<file path="src/hdl/npcs_pkg.sv">
// Shared types and constants for the nearest palette color search block.
package npcs_pkg;

  localparam int unsigned PALETTE_DEPTH_DEF = 256;
  localparam int unsigned CFG_W             = 9;
  localparam int unsigned CHAN_W            = 8;
  localparam int unsigned IDX_W             = 8;
  localparam int unsigned COLOR_W           = 3 * CHAN_W;
  localparam int unsigned SQ_W              = 2 * CHAN_W;
  localparam int unsigned DIST_W            = 18;
  localparam logic [DIST_W-1:0] DIST_START  = DIST_W'(3 * 256 * 256);
  localparam logic [CFG_W-1:0]  SIZE_RESET  = CFG_W'(256);

  localparam logic MODE_LOAD = 1'b0;
  localparam logic MODE_MAP  = 1'b1;

  typedef struct packed {
    logic              is_map;
    logic [IDX_W-1:0]  entry_index;
    logic [CHAN_W-1:0] red;
    logic [CHAN_W-1:0] green;
    logic [CHAN_W-1:0] blue;
  } cmd_t;

  function automatic logic [SQ_W-1:0] chan_sq(logic [CHAN_W-1:0] a, logic [CHAN_W-1:0] b);
    logic [CHAN_W-1:0] d;
    d = (a >= b) ? (a - b) : (b - a);
    return SQ_W'(d) * SQ_W'(d);
  endfunction

endpackage

</file>
<file path="src/hdl/npcs_front.sv">
// Front end: accepts input words, classifies them and queues commands.
module npcs_front import npcs_pkg::*; #(
  parameter int unsigned PALETTE_DEPTH = PALETTE_DEPTH_DEF
) (
  input  logic              clk_i,
  input  logic              rst_ni,
  input  logic              push_i,
  output logic              full_o,
  input  logic              mode_i,
  input  logic [IDX_W-1:0]  entry_index_i,
  input  logic [CHAN_W-1:0] red_i,
  input  logic [CHAN_W-1:0] green_i,
  input  logic [CHAN_W-1:0] blue_i,
  output logic              cmd_valid_o,
  output cmd_t              cmd_o,
  input  logic              cmd_pop_i
);

  localparam int unsigned QD = 2;

  cmd_t       buf_q [QD];
  logic       wr_ptr_q, rd_ptr_q;
  logic [1:0] cnt_q, cnt_d;
  logic       accept, keep, enq, deq;
  cmd_t       cmd_new;

  assign full_o      = (cnt_q == 2'(QD));
  assign cmd_valid_o = (cnt_q != 2'd0);
  assign cmd_o       = buf_q[rd_ptr_q];
  assign accept      = push_i && !full_o;

  // loads past the palette depth are dropped here
  always_comb begin
    cmd_new.is_map      = (mode_i == MODE_MAP);
    cmd_new.entry_index = entry_index_i;
    cmd_new.red         = red_i;
    cmd_new.green       = green_i;
    cmd_new.blue        = blue_i;
    keep = cmd_new.is_map || ({1'b0, entry_index_i} < (IDX_W + 1)'(PALETTE_DEPTH));
  end

  assign enq = accept && keep;
  assign deq = cmd_pop_i && cmd_valid_o;

  always_comb begin
    cnt_d = cnt_q;
    if (enq && !deq) begin
      cnt_d = cnt_q + 2'd1;
    end else if (deq && !enq) begin
      cnt_d = cnt_q - 2'd1;
    end
  end

  always_ff @(posedge clk_i or negedge rst_ni) begin
    if (!rst_ni) begin
      cnt_q    <= 2'd0;
      wr_ptr_q <= 1'b0;
      rd_ptr_q <= 1'b0;
    end else begin
      cnt_q <= cnt_d;
      if (enq) begin
        wr_ptr_q <= ~wr_ptr_q;
      end
      if (deq) begin
        rd_ptr_q <= ~rd_ptr_q;
      end
    end
  end

  always_ff @(posedge clk_i) begin
    if (enq) begin
      buf_q[wr_ptr_q] <= cmd_new;
    end
  end

endmodule

</file>
<file path="config.mk">
export PLATFORM = sky130hd
export DESIGN_NAME = npcs_front
export DESIGN_NICKNAME = d
export VERILOG_FILES = /design/src/hdl/npcs_pkg.sv /design/src/hdl/npcs_front.sv
export SDC_FILE = /design/constraint.sdc
export NUM_CORES = 1
export LEC_CHECK = 0
export ABC_AREA = 1
export BUFFER_PORTS_ARGS = -buffer_cell sky130_fd_sc_hd__buf_2
export CORE_MARGIN = 2
export CORE_UTILIZATION = 40
export CTS_BUF_LIST = sky130_fd_sc_hd__clkbuf_8
export DETAILED_ROUTE_END_ITERATION = 12
export SETUP_SLACK_MARGIN = 0.5
export SYNTH_ARGS = -nofsm -noshare
export SYNTH_HDL_FRONTEND = slang
export SYNTH_SLANG_ARGS = --single-unit
</file>
<file path="constraint.sdc">
create_clock -name clk_i -period 3.5 [get_ports clk_i]
set_input_delay 0.35 -clock clk_i [delete_from_list [all_inputs] [get_ports clk_i]]
set_output_delay 0.35 -clock clk_i [all_outputs]
set_load 0.05 [all_outputs]
</file>
After elaboration in Yosys (flattened, before gate mapping) --
Memories as Yosys holds them, arrays and structs flattened. Cells that the tools add are included.
Cells by class: equality and inequality tests 1, reductions and logical operators 9, add/subtract/negate cells 2, bitwise logic cells 2, mux-type cells 4
Operator list (number):
- 1-bit logical AND | 4
- 2-bit two-way mux | 2
- 2-bit nonzero test | 2
- 1-bit zero test | 3
- 2-bit by 1-bit adder with 2-bit output (second input constant) | 1
- 2-bit equality test (second input constant) | 1
- 1-bit two-way mux | 2
- 1-bit inverter | 2
- 2-bit by 1-bit subtractor with 2-bit output (second input constant) | 1
Word-level totals: flip-flop bits (word level) 4, memory bits (writable) 66, word-level logic and storage cells 22, memories kept 1, output and inout port bits 35
Memory list:
- buf_q | depth 2, width 33, rd ports 1, clocked after Yosys merged registers in 0, wr ports 1, RTL line npcs_front.sv:21 | cmd_t buf_q [QD];

Longest topological paths before layout --
Gate-level depths: netlist of the first run.
word-level depth 7, gate-level depth with buffers 9

Worst setup path before layout of the first run --
No wires, ideal clock.
path kind register to register, start register cnt_q[1], end memory buf_q[1][0] (netlist bit), enable pin, path slack 1.086 ns, period minus slack after synthesis 2.414 ns, arrival time 1.991 ns, buffers on the path 0, setup time 0.423 ns, stages on the path, launching flop included 4, required time 3.077 ns, path through dfrtp_1 -> inv_1 -> o21ai_0 -> nor2_1
On the way: cells in the longest elaborated chain, start to end 5
Ends and longest elaborated chain:
- start, declared | RTL line npcs_front.sv:23 | logic [1:0] cnt_q, cnt_d;
- start signal, assigned | RTL line npcs_front.sv:60 | cnt_q <= cnt_d;
- 2-bit equality test | RTL line npcs_front.sv:27 | assign full_o = (cnt_q == 2'(QD));
- 1-bit zero test | RTL line npcs_front.sv:30 | assign accept = push_i && !full_o;
- 1-bit logical AND | RTL line npcs_front.sv:30
- 1-bit two-way mux | RTL line npcs_front.sv:71 | if (enq) begin
- 1-bit two-way mux (implied by the code) | RTL line npcs_front.sv:72 | buf_q[wr_ptr_q] <= cmd_new;
- end, declared | RTL line npcs_front.sv:21
Every way passes these cells.

==> out/results.tsv, run 1 <==
metric	value	unit
endpoints failing setup	0	
register bit total from synthesis	70	
crit path launch type	flop	
DIE WIDTH	85.65	um
commonest non-fill, non-tap cell in the layout	nand2_1	
Yosys warning count	0	
Cell Area, Synth	2666	sq um
status	finished clean	
Critical-path top delay cell	dfrtp_1	
syn nets	242	
first-pass GRT wire length	7.403	mm
Switch Pwr	1553	uW
DIE AREA	7335	sq um
Slew headroom	34.53	%
Ant. Diodes	0	
initial antenna violation count	0	
most frequent CP cell	nand2_1	
area leader, netlist	edfxtp_1	
H-tree Lvls	3	
CP Data Required Time	3150	ps
post-synth top area share	74.33	%
vias in the first global route	1545	
Int Power	1758	uW
Logic pwr share	45.3	%
maxcap violations	0	
Non-Filler Instances	364	
Core Rows	29	
Final ANT Viol Nets	0	
min cycle time layout	2247	ps
crit-path max FO	20	
Leak	0.001455	uW
CTS Sinks	70	
layout cells sized above 1	31.71	%
die height	85.65	um
PD cells	1016	nW/um^2
largest net degree at the start of global routing	35	
Initial DRC Count	105	
DP HPWL	3.084	mm
root buffer cell	clkbuf_8	
GRT overflow	0	
mean post-synth cell area	13.07	sq um
Arrival @ worst endpoint	1900	ps
setup tns final	0	ps
clock skew	6.280	ps
CP endpoint kind	output pin	
area delta synth->final	22.24	%
fin crit share	64.20	%
via count	1668	
gpl congestion	0.7053	
DRT Pass-1 Iters	5	
# port buffers	71	
critical path's largest stage delay	750	ps
CTS tree	yes	
Fin. Hold Viols	0	
Worst Tran Pin Value	979.8	ps
top cells by area, synth	edfxtp_1, nand2_1, dfrtp_1	
DRC Markers	0	
kind of critical path	reg2out	
max-slew violations	0	
unrepaired setup endpoints after global routing	no	
DRT Wirelength	4.812	mm
setup bufs post-CTS	0	
power share of the clock group	17.6	%
switch share	46.91	%
initial core utilization	41.75	%
hold buffers post-CTS	1	
CTS max path bufs	2	
Fmax	445.1	MHz
sequential area share after synthesis	78.09	%
CTS buffer count	9	
Overall Global Routing Usage	13.79	%
placed cells	347	
Avg WL per Cell	13.22	um
Hold Path Class	in2reg	
core footprint	6386	sq um
Worst-path clk slew	70	ps
Reg power frac	37.0	%
Distinct cells, synth	17	
CP Cell Sequence	buf_4, nand2_1, nand2_1, buf_2	
Fill cells	586	
post-CTS sizing	0	
Final nets	320	
Post-Synthesis Cells	204	
commonest cells after routing, fill and taps aside	nand2_1, buf_2, edfxtp_1	
DR vias/cell	4.582	
clk_lat worst skew	340	ps
worst vdd rail ir drop	595.3	uV
io pins	72	
## cell usage after synthesis
cell and count:
buf_4 3, buf_6 4, dfrtp_1 4, edfxtp_1 66, ha_1 1, inv_1 6
inv_2 1, inv_4 1, nand2_1 107, nand2_2 3, nand3_1 2, nand4_1 1
nor2_1 1, nor2_2 1, nor2_4 1, o21ai_0 1, xnor2_1 1
## registers in the layout, indices dropped and copies added, names as in the netlist
signal    flops
wr_ptr_q      1
rd_ptr_q      1
cnt_q         2
buf_q        66
## worst paths after layout
path                                        from            to  slack, ps  cells past startpoint
max in group asynchronous                 rst_ni      cnt_q[1]       3020                      2
worst max-delay path                    rd_ptr_q      cmd_o[1]       1250                      4
min in group asynchronous                 rst_ni      cnt_q[0]        350                      2
worst min-delay path            entry_index_i[2]  buf_q[1][26]        200                      1
worst min register to register          cnt_q[1]      cnt_q[1]        470                      2
worst max register to register          cnt_q[1]   buf_q[0][9]       1490                      6
## power groups by stage
stage / combinational, uW / sequential (uW) / clock (uW)
2_1_floorplan: 1250 / 1210 / 0
3_3_place_gp: 1520 / 1240 / 0
3_5_place_dp: 1530 / 1250 / 0
4_1_cts: 1530 / 1230 / 596
5_1_grt: 1610 / 1240 / 629
6_report: 1500 / 1230 / 584
## stage by stage
stage | utilization, % | hold WS [ps] | total power, uW | area (sq um) | worst slack (ps)
after detailed placement | 48.12 | 167.9 | 2772 | 3073 | 1432
after floorplan | - | 54.41 | 2456 | 2666 | 1086
after CTS | 51.04 | 178.3 | 3354 | 3259 | 1202
final | 51.04 | 198.4 | 3311 | 3259 | 1253
after global placement | 48.12 | 165.1 | 2761 | 3073 | 1495
after global routing | 51.04 | 188.0 | 3485 | 3259 | 1126
## cell families after synthesis
kind of cell	share of synthesized area, %
xor+xnor	0.3285
flops	78.09
simple gates	17.18
fa+ha+maj	0.4692
compound gates	0.1875
buf+inv	3.754
## layout make-up
cell class                      count  area, sq um  share of cell area [%]
Clock buffer                        9        123.9                   3.800
Clock inverter                      7        52.55                   1.612
Inverter                            8        32.53                  0.9981
Multi-Input combinational cell    119        491.7                   15.09
Sequential cell                    70         2082                   63.88
Tap cell                           77        96.34                   2.956
Timing Repair Buffer               74        380.4                   11.67
## routing by layer
layer / track usage (%) / vias to the layer above / part of all wire [%]
met4: 8.225 / 0 / 1.0
li1: - / 834 / -
met2: 21.09 / 59 / 47
met5: 0 / - / 0
met1: 17.38 / 771 / 44
met3: 4.139 / 4 / 7.4
## critical path: cells and delay by family, from the launching register on
family | cells | cell delay (ps)
buffers and inverters | 2 | 630
and+or+nand+nor | 2 | 180
DFF | 1 | 750
No activity file was read; power rests on OpenSTA's default activity.
==> run 2, diff against run 1 <==
==> constraint.sdc (replaced) <==
create_clock -name clk_i -period 2.07 [get_ports clk_i]
set_input_delay 0.207 -clock clk_i [delete_from_list [all_inputs] [get_ports clk_i]]
set_output_delay 0.207 -clock clk_i [all_outputs]
set_load 0.05 [all_outputs]
==> run 2 against run 1 <==
  * Global-route usage increased by 3.1 points
  * Clock power increased by 120%
  * Routed wire length increased by 19%
  * Critical path depth is 1 higher
  * Cell count is 4.4% higher
  * Register-to-register slack lost 870 ps
  * Largest cell class unchanged
  * Design area is 22% higher
  * Core utilization rose by 11 points
  * Highest routed layer unchanged
  * Sequential power rose by 69%
  * First-iteration DRC count is 41% lower
  * Combinational power grew to 2.6 times the previous value
  * Flip-flop and latch count did not move
==> out/results.tsv, run 2 (same netlist as run 1, synthesis figures left out) <==
metric	value	unit
endpoints failing setup	0	
initial antenna violation count	0	
DRT Pass-1 Iters	5	
Biggest register	buf_q	
initial core utilization	41.75	%
CP Cell Sequence	buf_6, clkbuf_16, nand2_2, nand2_2, buf_6	
Ant. Diodes	0	
PD cells	1831	nW/um^2
Reg power frac	28.5	%
# port buffers	71	
Final nets	336	
Core Rows	29	
CTS buffer count	9	
GRT overflow	0	
io pins	72	
die height	85.65	um
CP endpoint kind	output pin	
Placement Cell Area	3098	sq um
Worst-path clk slew	80	ps
CP Data Required Time	1860	ps
Fin. Hold Viols	0	
DRC Markers	0	
Fill cells	513	
leading registers by flop count	buf_q (66), cnt_q (2)	
core footprint	6386	sq um
max reg flops	66	
Int Power	4169	uW
Fmax	623.7	MHz
final worst slack	466.7	ps
worst vdd rail ir drop	1116	uV
largest net degree at the start of global routing	18	
setup tns final	0	ps
min cycle time layout	1603	ps
DP HPWL	3.112	mm
Overall Global Routing Usage	16.86	%
Critical-path top delay cell	dfrtp_2	
commonest non-fill, non-tap cell in the layout	edfxtp_1	
DIE AREA	7335	sq um
Avg WL per Cell	15.11	um
switch share	42.93	%
unrepaired setup endpoints after global routing	yes	
max-slew violations	0	
Final Instance Area	3990	sq um
clk_lat worst skew	340	ps
DIE WIDTH	85.65	um
power share of the clock group	17.8	%
root buffer cell	clkbuf_8	
Final ANT Viol Nets	0	
status	finished clean	
CTS max path bufs	2	
Initial DRC Count	62	
Leak	0.001690	uW
CTS Sinks	70	
vias in the first global route	1840	
Switch Pwr	3136	uW
first-pass GRT wire length	8.976	mm
gpl congestion	0.6597	
kind of critical path	reg2out	
maxcap violations	0	
CTS tree	yes	
clock skew	7.038	ps
Slew headroom	62.16	%
Arrival @ worst endpoint	1400	ps
H-tree Lvls	3	
crit-path max FO	6	
Worst Tran Pin Value	563.8	ps
DR vias/cell	4.666	
critical path's largest stage delay	480	ps
commonest cells after routing, fill and taps aside	edfxtp_1, nand2_1, nand2_2	
DRT Wirelength	5.740	mm
worst slack at placement	225.3	ps
fin crit share	77.46	%
area delta synth->final	49.65	%
Logic pwr share	53.7	%
layout cells sized above 1	55.78	%
via count	1773	
Hold Path Class	in2reg	
crit path launch type	flop	
## run 2: path summary, 6_finish.rpt
| check | start | to | slack [ps] | cells after the start |
|---|---|---|---|---|
| worst max-delay path | rd_ptr_q | cmd_o[23] | 470 | 5 |
| worst max register to register | cnt_q[0] | buf_q[1][13] | 620 | 3 |
| worst min register to register | cnt_q[1] | cnt_q[1] | 490 | 2 |
| min in group asynchronous | rst_ni | rd_ptr_q | 200 | 2 |
| max in group asynchronous | rst_ni | cnt_q[0] | 1730 | 2 |
| worst min-delay path | green_i[1] | buf_q[0][9] | 50 | 1 |
## run 2: what timing repair did
action / 4_1_cts / 5_1_grt
hold buffers: 1 / 0
resized for setup: 97 / 57
endpoints found under the setup margin: 66 / 49
endpoints found under the hold margin: 4 / 0
setup buffers: 6 / 1
gates cloned: 5 / 2
pin swaps: 9 / 21
## run 2: through the flow
stage	instances	util, %	hold WS (ps)	power, uW
2_1_floorplan	204	-	-88.59	4178
3_3_place_gp	349	48.51	23.53	4697
3_5_place_dp	349	48.51	24.52	4729
4_1_cts	377	58.72	36.96	6952
5_1_grt	380	62.48	28.81	7639
6_report	380	62.48	50.98	7305
## run 2: cell type report
type,instances,area [sq um],area share [%]
tap,77,96.34,2.415
timing repair inverter,2,20.02,0.5017
inverter,8,46.29,1.160
clock buffer,9,123.9,3.104
multi-input combinational,120,673.1,16.87
timing repair buffer,87,833.3,20.88
sequential,70,2085,52.24
clock inverter,7,112.6,2.822
## run 2: power groups by stage
stage	combinational, uW	sequential [uW]	clock [uW]
global placement	2640	2060	0
global route	4150	2110	1390
floorplan	2130	2040	0
detailed placement	2660	2070	0
finish	3920	2080	1300
CTS	3570	2060	1320
## run 2: per-layer routing
layer	routed length (um)	up-vias	track usage [%]
li1	-	871	-
met5	0	-	0
met1	2352	839	20.05
met4	100	0	6.926
met3	314	10	5.486
met2	2973	53	28.34
## run 2: critical path: cells and delay by family, from the launching register on
family        cells  cell delay (ps)
buf+inv           3              450
flops             1              480
simple gates      2              120
